$ cat src/rtl/jos_pkg.sv
package jos_pkg;

    localparam int KIND_W = 3;
    localparam int POS_W  = 7;
    localparam int STEP_W = 8;

    localparam logic [KIND_W-1:0] KIND_OUT      = 3'd0;
    localparam logic [KIND_W-1:0] KIND_SURV     = 3'd1;
    localparam logic [KIND_W-1:0] KIND_NONPOS   = 3'd2;
    localparam logic [KIND_W-1:0] KIND_TOO_MANY = 3'd3;
    localparam logic [KIND_W-1:0] KIND_START    = 3'd4;

    // controller -> datapath
    typedef struct packed {
        logic load;        // capture input item
        logic err_out;     // emit error result
        logic init_wr;     // set one alive flag
        logic walk_start;  // place cursor before start, clear elimination count
        logic hit_clr;
        logic adv;         // advance cursor, read its flag
        logic test;        // count a living member
        logic kill;        // clear flag at cursor, emit eliminated
        logic scan_clr;
        logic scan_rd;
        logic scan_step;   // emit survivor if alive, move scan pointer
    } t_cmd;

    // datapath -> controller
    typedef struct packed {
        logic err;
        logic init_last;
        logic elim_done;
        logic hit_done;
        logic alive;
        logic scan_last;
        logic slot_free;
    } t_status;

endpackage

$ cat src/rtl/jos_dp.sv
module jos_dp #(
    parameter int MAX_PEOPLE = 64
) (
    input  logic                  i_clk,
    input  logic                  i_rst_n,
    input  jos_pkg::t_cmd         i_cmd,
    output jos_pkg::t_status      o_status,
    input  logic [31:0]           i_s_tdata,
    output logic                  o_m_tvalid,
    input  logic                  i_m_tready,
    output logic [15:0]           o_m_tdata,
    output logic [2:0]            o_m_tuser,
    output logic                  o_m_tlast
);

    localparam int IW = $clog2(MAX_PEOPLE);
    localparam logic [6:0] MAXP = 7'(MAX_PEOPLE);

    logic [6:0]  r_n, r_s, r_k, r_ord;
    logic [7:0]  r_m, r_hit;
    logic [6:0]  r_elim;
    logic [IW-1:0] r_cur, r_wptr, r_scan;
    logic        r_rd;
    logic        r_alive [MAX_PEOPLE];

    logic        r_ovld, r_olast;
    logic [2:0]  r_okind;
    logic [6:0]  r_opos, r_oord;

    logic [6:0]  in_total;
    logic [IW-1:0] cur_next;
    logic        nonpos, too_many, bad_start;
    logic [2:0]  err_kind;
    logic        emit;
    logic [2:0]  e_kind;
    logic [6:0]  e_pos;
    logic        e_last;
    logic        wr_en, wr_val;
    logic [IW-1:0] wr_addr, rd_addr;

    assign in_total = i_s_tdata[6:0];
    assign cur_next = (7'(r_cur) + 7'd1 == r_n) ? '0 : IW'(7'(r_cur) + 7'd1);

    assign nonpos    = (r_n == 7'd0) || (r_s == 7'd0) || (r_m == 8'd0) || (r_k == 7'd0);
    assign too_many  = r_k > r_n;
    assign bad_start = r_s > r_n;

    always_comb begin
        if (nonpos) begin
            err_kind = jos_pkg::KIND_NONPOS;
        end else if (too_many) begin
            err_kind = jos_pkg::KIND_TOO_MANY;
        end else if (bad_start) begin
            err_kind = jos_pkg::KIND_START;
        end else begin
            err_kind = jos_pkg::KIND_OUT;
        end
    end

    assign emit = i_cmd.err_out || i_cmd.kill || (i_cmd.scan_step && r_rd);

    always_comb begin
        if (i_cmd.err_out) begin
            e_kind = err_kind;
            e_pos  = 7'd0;
            e_last = 1'b1;
        end else if (i_cmd.kill) begin
            e_kind = jos_pkg::KIND_OUT;
            e_pos  = 7'(r_cur) + 7'd1;
            e_last = (r_ord + 7'd1 == r_n);
        end else begin
            e_kind = jos_pkg::KIND_SURV;
            e_pos  = 7'(r_scan) + 7'd1;
            e_last = (r_ord + 7'd1 == r_n);
        end
    end

    assign o_status.err       = nonpos || too_many || bad_start;
    assign o_status.init_last = (7'(r_wptr) + 7'd1 == r_n);
    assign o_status.elim_done = (r_elim == r_n - r_k);
    assign o_status.hit_done  = r_rd && (r_hit + 8'd1 == r_m);
    assign o_status.alive     = r_rd;
    assign o_status.scan_last = (7'(r_scan) + 7'd1 == r_n);
    assign o_status.slot_free = !r_ovld || i_m_tready;

    // datapath registers
    always_ff @(posedge i_clk) begin
        if (i_cmd.load) begin
            r_n    <= (in_total > MAXP) ? MAXP : in_total;
            r_s    <= i_s_tdata[13:7];
            r_m    <= i_s_tdata[21:14];
            r_k    <= i_s_tdata[28:22];
            r_wptr <= '0;
        end
        if (i_cmd.init_wr) r_wptr <= IW'(7'(r_wptr) + 7'd1);
        if (i_cmd.walk_start) begin
            r_cur  <= (r_s >= 7'd2) ? IW'(r_s - 7'd2) : IW'(r_n - 7'd1);
            r_elim <= 7'd0;
        end
        if (i_cmd.hit_clr) r_hit <= 8'd0;
        if (i_cmd.adv) r_cur <= cur_next;
        if (i_cmd.test && r_rd) r_hit <= r_hit + 8'd1;
        if (i_cmd.kill) r_elim <= r_elim + 7'd1;
        if (i_cmd.scan_clr) r_scan <= '0;
        if (i_cmd.scan_step) r_scan <= IW'(7'(r_scan) + 7'd1);
    end

    always_ff @(posedge i_clk) begin
        if (!i_rst_n) begin
            r_ord <= 7'd0;
        end else if (i_cmd.load) begin
            r_ord <= 7'd0;
        end else if (emit) begin
            r_ord <= r_ord + 7'd1;
        end
    end

    // alive flag memory: one write port, one registered read port
    assign wr_en   = i_cmd.init_wr || i_cmd.kill;
    assign wr_val  = i_cmd.init_wr;
    assign wr_addr = i_cmd.init_wr ? r_wptr : r_cur;
    assign rd_addr = i_cmd.adv ? cur_next : r_scan;

    always_ff @(posedge i_clk) begin
        if (wr_en) r_alive[wr_addr] <= wr_val;
        if (i_cmd.adv || i_cmd.scan_rd) r_rd <= r_alive[rd_addr];
    end

    // output register
    always_ff @(posedge i_clk) begin
        if (!i_rst_n) begin
            r_ovld <= 1'b0;
        end else if (emit) begin
            r_ovld <= 1'b1;
        end else if (i_m_tready) begin
            r_ovld <= 1'b0;
        end
    end

    always_ff @(posedge i_clk) begin
        if (emit) begin
            r_okind <= e_kind;
            r_opos  <= e_pos;
            r_oord  <= r_ord + 7'd1;
            r_olast <= e_last;
        end
    end

    assign o_m_tvalid = r_ovld;
    assign o_m_tdata  = {2'b00, r_oord, r_opos};
    assign o_m_tuser  = r_okind;
    assign o_m_tlast  = r_olast;

    a_adv_below_step: assert property (@(posedge i_clk) disable iff (!i_rst_n)
        i_cmd.adv |-> (r_hit < r_m))
        else $error("cursor advanced after step count reached");

    a_kill_bounded: assert property (@(posedge i_clk) disable iff (!i_rst_n)
        i_cmd.kill |-> (r_elim < r_n - r_k))
        else $error("elimination beyond survivor count");

    a_ord_nonzero: assert property (@(posedge i_clk) disable iff (!i_rst_n)
        r_ovld |-> (r_oord != 7'd0))
        else $error("result with zero ordinal");

endmodule

$ cat src/rtl/jos_ctrl.sv
module jos_ctrl (
    input  logic              i_clk,
    input  logic              i_rst_n,
    input  logic              i_s_tvalid,
    output logic              o_s_tready,
    input  jos_pkg::t_status  i_status,
    output jos_pkg::t_cmd     o_cmd
);

    localparam logic [3:0] S_IDLE  = 4'd0;
    localparam logic [3:0] S_CHECK = 4'd1;
    localparam logic [3:0] S_ERR   = 4'd2;
    localparam logic [3:0] S_INIT  = 4'd3;
    localparam logic [3:0] S_ELIM  = 4'd4;
    localparam logic [3:0] S_ADV   = 4'd5;
    localparam logic [3:0] S_TEST  = 4'd6;
    localparam logic [3:0] S_KILL  = 4'd7;
    localparam logic [3:0] S_SCRD  = 4'd8;
    localparam logic [3:0] S_SCTST = 4'd9;

    logic [3:0] r_state, n_state;

    assign o_s_tready = (r_state == S_IDLE);

    always_comb begin
        n_state = r_state;
        o_cmd   = '0;
        unique case (r_state)
            S_IDLE: begin
                if (i_s_tvalid) begin
                    o_cmd.load = 1'b1;
                    n_state    = S_CHECK;
                end
            end
            S_CHECK: begin
                n_state = i_status.err ? S_ERR : S_INIT;
            end
            S_ERR: begin
                if (i_status.slot_free) begin
                    o_cmd.err_out = 1'b1;
                    n_state       = S_IDLE;
                end
            end
            S_INIT: begin
                o_cmd.init_wr = 1'b1;
                if (i_status.init_last) begin
                    o_cmd.walk_start = 1'b1;
                    n_state          = S_ELIM;
                end
            end
            S_ELIM: begin
                if (i_status.elim_done) begin
                    o_cmd.scan_clr = 1'b1;
                    n_state        = S_SCRD;
                end else begin
                    o_cmd.hit_clr = 1'b1;
                    n_state       = S_ADV;
                end
            end
            S_ADV: begin
                o_cmd.adv = 1'b1;
                n_state   = S_TEST;
            end
            S_TEST: begin
                o_cmd.test = 1'b1;
                n_state    = i_status.hit_done ? S_KILL : S_ADV;
            end
            S_KILL: begin
                if (i_status.slot_free) begin
                    o_cmd.kill = 1'b1;
                    n_state    = S_ELIM;
                end
            end
            S_SCRD: begin
                o_cmd.scan_rd = 1'b1;
                n_state       = S_SCTST;
            end
            S_SCTST: begin
                // a dead member moves on at once; a survivor waits for the output slot
                if (!i_status.alive || i_status.slot_free) begin
                    o_cmd.scan_step = 1'b1;
                    n_state         = i_status.scan_last ? S_IDLE : S_SCRD;
                end
            end
            default: begin
                n_state = S_IDLE;
            end
        endcase
    end

    always_ff @(posedge i_clk) begin
        if (!i_rst_n) begin
            r_state <= S_IDLE;
        end else begin
            r_state <= n_state;
        end
    end

    a_emit_slot: assert property (@(posedge i_clk) disable iff (!i_rst_n)
        (o_cmd.err_out || o_cmd.kill || (o_cmd.scan_step && i_status.alive))
            |-> i_status.slot_free)
        else $error("result issued into a full output register");

    a_err_done: assert property (@(posedge i_clk) disable iff (!i_rst_n)
        o_cmd.err_out |=> (r_state == S_IDLE))
        else $error("error result did not end the item");

    a_load_idle: assert property (@(posedge i_clk) disable iff (!i_rst_n)
        o_cmd.load |=> (r_state == S_CHECK) && !o_s_tready)
        else $error("item accepted without check");

endmodule

$ cat src/rtl/josephus_elimination_order.sv
// An error item gives its result from S_ERR after the check; output stalls delay it.
// Valid item: check and fill the ring, then for each elimination walk the ring one position
// at a time (S_ADV, S_TEST) and kill (S_KILL), then scan the ring for survivors (output stalls add).
// Time is data dependent, the longest walk being n = 64, step 255 and one survivor.
// One item at a time; the next is taken once the last result is in the output register.
// Reset clears the controller and output valid; the flag memory is rewritten per item.
module josephus_elimination_order #(
    parameter int MAX_PEOPLE = 64
) (
    input  logic        i_clk,
    input  logic        i_rst_n,
    input  logic        i_s_tvalid,
    output logic        o_s_tready,
    input  logic [31:0] i_s_tdata,   // total[6:0], start_pos[13:7], step[21:14], survivors[28:22]
    output logic        o_m_tvalid,
    input  logic        i_m_tready,
    output logic [15:0] o_m_tdata,   // position[6:0], ordinal[13:7]
    output logic [2:0]  o_m_tuser,   // result_kind[2:0]
    output logic        o_m_tlast
);

    jos_pkg::t_cmd    cmd;
    jos_pkg::t_status status;

    jos_ctrl u_ctrl (
        .i_clk      (i_clk),
        .i_rst_n    (i_rst_n),
        .i_s_tvalid (i_s_tvalid),
        .o_s_tready (o_s_tready),
        .i_status   (status),
        .o_cmd      (cmd)
    );

    jos_dp #(
        .MAX_PEOPLE (MAX_PEOPLE)
    ) u_dp (
        .i_clk      (i_clk),
        .i_rst_n    (i_rst_n),
        .i_cmd      (cmd),
        .o_status   (status),
        .i_s_tdata  (i_s_tdata),
        .o_m_tvalid (o_m_tvalid),
        .i_m_tready (i_m_tready),
        .o_m_tdata  (o_m_tdata),
        .o_m_tuser  (o_m_tuser),
        .o_m_tlast  (o_m_tlast)
    );

endmodule

$ cat config.mk
export PLATFORM = sky130hd
export DESIGN_NAME = josephus_elimination_order
export DESIGN_NICKNAME = d
export VERILOG_FILES = /design/src/rtl/jos_pkg.sv /design/src/rtl/jos_dp.sv /design/src/rtl/jos_ctrl.sv /design/src/rtl/josephus_elimination_order.sv
export SDC_FILE = /design/constraint.sdc
export NUM_CORES = 1
export LEC_CHECK = 0
export ABC_AREA = 1
export BUFFER_PORTS_ARGS = -buffer_cell sky130_fd_sc_hd__buf_4
export CAP_MARGIN = 30
export CORE_ASPECT_RATIO = 1.25
export CORE_MARGIN = 3
export CORE_UTILIZATION = 45
export DETAILED_ROUTE_END_ITERATION = 6
export PLACE_DENSITY = 0.58
export SYNTH_ARGS = -nofsm -noshare
export SYNTH_HDL_FRONTEND = slang
export SYNTH_SLANG_ARGS = --single-unit
$ cat constraint.sdc
create_clock -name i_clk -period 9.9 [get_ports i_clk]
set_clock_uncertainty 0.1 [all_clocks]
set_input_delay 0.99 -clock i_clk [delete_from_list [all_inputs] [get_ports i_clk]]
set_output_delay 0.99 -clock i_clk [all_outputs]
set_load 0.01 [all_outputs]
==> impl_metrics.py <==
metrics = {
    "critical_path": {
        "r2r.worst_path.cells": 15,
        "startpoint_type": "register",
        "path_max_fanout": 33,
        "critPathArrivalTime_ns": 3.41,
        "critPathCaptureType": "register",
        "r2r-start": "u_ctrl.r_state[0]",
        "required_ns": 9.95,
        "worst-setup-path-type": "reg -> reg",
        "reg2reg_slack_ns": 6.54,
        "regToRegEndpoint": "u_dp.r_rd",
    },
    "placement": {
        "hpwl_um": 14900,
        "gp_congestion": 0.870,
        "port_buffers": 52,
        "pre_cts_ws_ns": 6.55,
        "dp.cells": 1229,
    },
    "logic_synthesis": {
        "synth_cells": 962,
        "ys_seq_area_frac": 0.525,
        "syn_area_um2": 8750,
        "synth_edf_count": 145,
        "syn_avg_cell_area_um2": 9.10,
        "ys_types": 50,
        "async_reset_ff_frac": 0,
        "yosysWarnings": 0,
        "synth-seq-cells": 157,
        "yosys_most_used_dff": "edfxtp_1",
    },
    "die": {
        "die_w_um": 131,
        "ios": 58,
        "rows": 56,
        "start_util": 0.463,
        "die-area_um2": 21200,
        "core_area_um2": 18900,
        "die_height_um": 162,
    },
    "timing": {
        "slew_viol_final": 0,
        "rsz0062_at_grt": "false",
        "hold_violations": 0,
        "setup_tns_ns": 0,
        "max_freq_mhz": 297,
        "fin_crit_ns": 3.36,
        "period_share": 0.340,
        "setup_ws_ns": 6.54,
        "worstMarginPinSlew_ns": 0.938,
        "setup_violations": 0,
        "max_slew_margin": 0.371,
    },
    "global_routing": {
        "grt_pass1_vias": 6714,
        "grt-ovfl-total": 0,
        "grt_first_pass_wirelength_um": 33900,
        "grt_use_total": 0.209,
        "grt_start_max_net_pins": 71,
        "antenna_found_initial": 0,
    },
    "hold_path": {
        "hold_path.startpoint": "u_dp.r_ord[5]",
        "whs_path_depth": 2,
        "whs_endpoint": "u_dp.r_ord[5]",
        "worstHoldPathType": "reg -> reg",
    },
    "clocking": {
        "cts_max_level": 4,
        "worstSkewPairLatency_ns": 0.43,
        "cts_tree": "done",
        "cts.path.max_buffers": 2,
        "cts_resized": 0,
        "clock_sinks": 157,
        "cts_hold_buf": 0,
        "numCtsBuffers": 17,
        "clk_pin_slew_worst_paths_ns": 0.06,
        "cts_setup_buffers": 0,
        "root_buffer": "clkbuf_16",
    },
    "pwr": {
        "power.switching_w": 0.000606,
        "combinationalPowerShare": 0.221,
        "p_int_w": 0.00133,
        "swShare": 0.313,
        "power.share.clock": 0.329,
        "irDropWorstVdd_mv": 0.110,
        "p_leak_nw": 4.07,
        "p_per_area_nw_per_um2": 195,
        "p_seq_frac": 0.450,
    },
    "route": {
        "wl_um": 21000,
        "wl_per_cell_um": 16.6,
        "drtPass1Iterations": 5,
        "drc": 0,
        "vias": 6723,
        "viasPerCell": 5.33,
        "drtIter0Drc": 594,
        "antenna_left": 0,
    },
    "finish": {
        "final_common_cell": "nand2_1",
        "final_layout_size_suffix_gt1_frac": 0.120,
        "n_antenna_cell": 0,
        "fin_nets": 1075,
        "final_cell_mix": "169 x nand2_1, 145 x edfxtp_1, 137 x nor2_1",
        "area_growth_pct": 13.2,
        "fin_cells": 1261,
    },
    "status": {
        "outcome": "finished, final reports clean",
    },
    "run": {
        "max_cap_violations": 0,
    },
}
[kinds of logic after synthesis]
| group | count (synthesis) | synth area share |
|---|---|---|
| flops | 157 | 0.525 |
| simple gates | 488 | 0.255 |
| buf+inv | 153 | 0.0738 |
| other cells | 1 | 0.000428 |
| xor+xnor | 45 | 0.0450 |
| fa+ha+maj | 23 | 0.0337 |
| compound gates | 95 | 0.0669 |
[power by group through the flow]
stage / clock, W / sequential (W) / combinational (W)
floorplan: 0 / 0.000863 / 0.000303
global placement: 0 / 0.000885 / 0.000414
detailed placement: 0 / 0.000884 / 0.000429
CTS: 0.000647 / 0.000870 / 0.000432
global route: 0.000675 / 0.000878 / 0.000488
finish: 0.000636 / 0.000870 / 0.000428
[cell type report]
type	instances	area [µm²]
Clock buffer	21	460
Clock inverter	11	109
Fill cell	1778	9010
Inverter	132	495
Multi-Input combinational cell	653	3520
Sequential cell	157	4590
Tap cell	232	290
Timing Repair Buffer	55	433
[synthesized netlist by cell type, types with 4 or more instances]
cell / number / share of area
buf_2: 6 / 0.0034
xnor2_1: 7 / 0.0070
o22ai_1: 7 / 0.0050
nand2_1: 169 / 0.072
clkinv_1: 4 / 0.0017
ha_1: 22 / 0.031
buf_4: 7 / 0.0060
buf_6: 5 / 0.0064
nor2_1: 137 / 0.059
nand3b_1: 17 / 0.015
dfxtp_1: 12 / 0.027
inv_2: 11 / 0.0047
nand2_2: 4 / 0.0029
edfxtp_1: 145 / 0.50
nor4_1: 11 / 0.0079
nand3_1: 104 / 0.059
a21oi_1: 30 / 0.017
xor2_1: 38 / 0.038
o21ai_0: 30 / 0.017
nand4_1: 16 / 0.011
nor3_1: 10 / 0.0057
inv_1: 117 / 0.050
[worst max-delay path by stage]
stage | startpoint | endpoint | slack (ns)
6_report | u_ctrl.r_state[0] | u_dp.r_rd | 6.54
3_3_place_gp | u_ctrl.r_state[0] | u_dp.r_rd | 6.59
4_1_cts | u_dp.r_n[0] | u_dp.r_hit[0] | 6.56
3_5_place_dp | u_dp.r_n[0] | u_dp.r_hit[0] | 6.55
5_1_grt | u_ctrl.r_state[0] | u_dp.r_rd | 6.29
2_1_floorplan | u_ctrl.r_state[0] | u_dp.r_alive[34] | 6.70
[sequential cells by signal, indices dropped and copies added (netlist names)]
name / count
u_dp.r_elim: 7
u_dp.r_n: 7
u_dp.r_scan: 6
u_dp.r_cur: 6
u_dp.r_ord: 7
u_dp.r_s: 7
u_dp.r_m: 8
u_dp.r_hit: 8
u_dp.r_rd: 1
u_dp.r_wptr: 6
u_dp.o_m_tlast: 1
u_dp.o_m_tuser: 3
u_dp.o_m_tvalid: 1
u_dp.r_k: 7
u_dp.r_opos: 7
u_dp.r_oord: 7
u_dp.r_alive: 64
u_ctrl.r_state: 4
[critical path, stage by stage (launching register included)]
cell,delay (ns)
dfxtp_1,0.49
nand2_1,0.13
nor2_2,0.13
inv_2,0.07
nor2_4,0.55
or2_1,0.18
buf_4,0.40
nand2_8,0.22
nand2_1,0.12
nand2_1,0.05
nand2_1,0.06
nand3_1,0.11
nand3_1,0.12
nand3_1,0.08
nand3_1,0.10
nand2_1,0.12
[per-stage QoR]
step                       util  total power (W)  cell area (µm²)  hold slack (ns)
after global placement    0.492          0.00130             9310            0.377
final                     0.523          0.00193             9900            0.390
after global routing      0.523          0.00204             9900            0.414
after detailed placement  0.493          0.00131             9330            0.385
after floorplan               -          0.00117             8760            0.355
after CTS                 0.523          0.00195             9900            0.394
[metal layers]
layer	global-route usage	share of wire
met5	0	0
met3	0.0421	0.043
met1	0.248	0.42
met4	0.0790	0.024
met2	0.367	0.51
No activity file was read; power rests on OpenSTA's default activity.
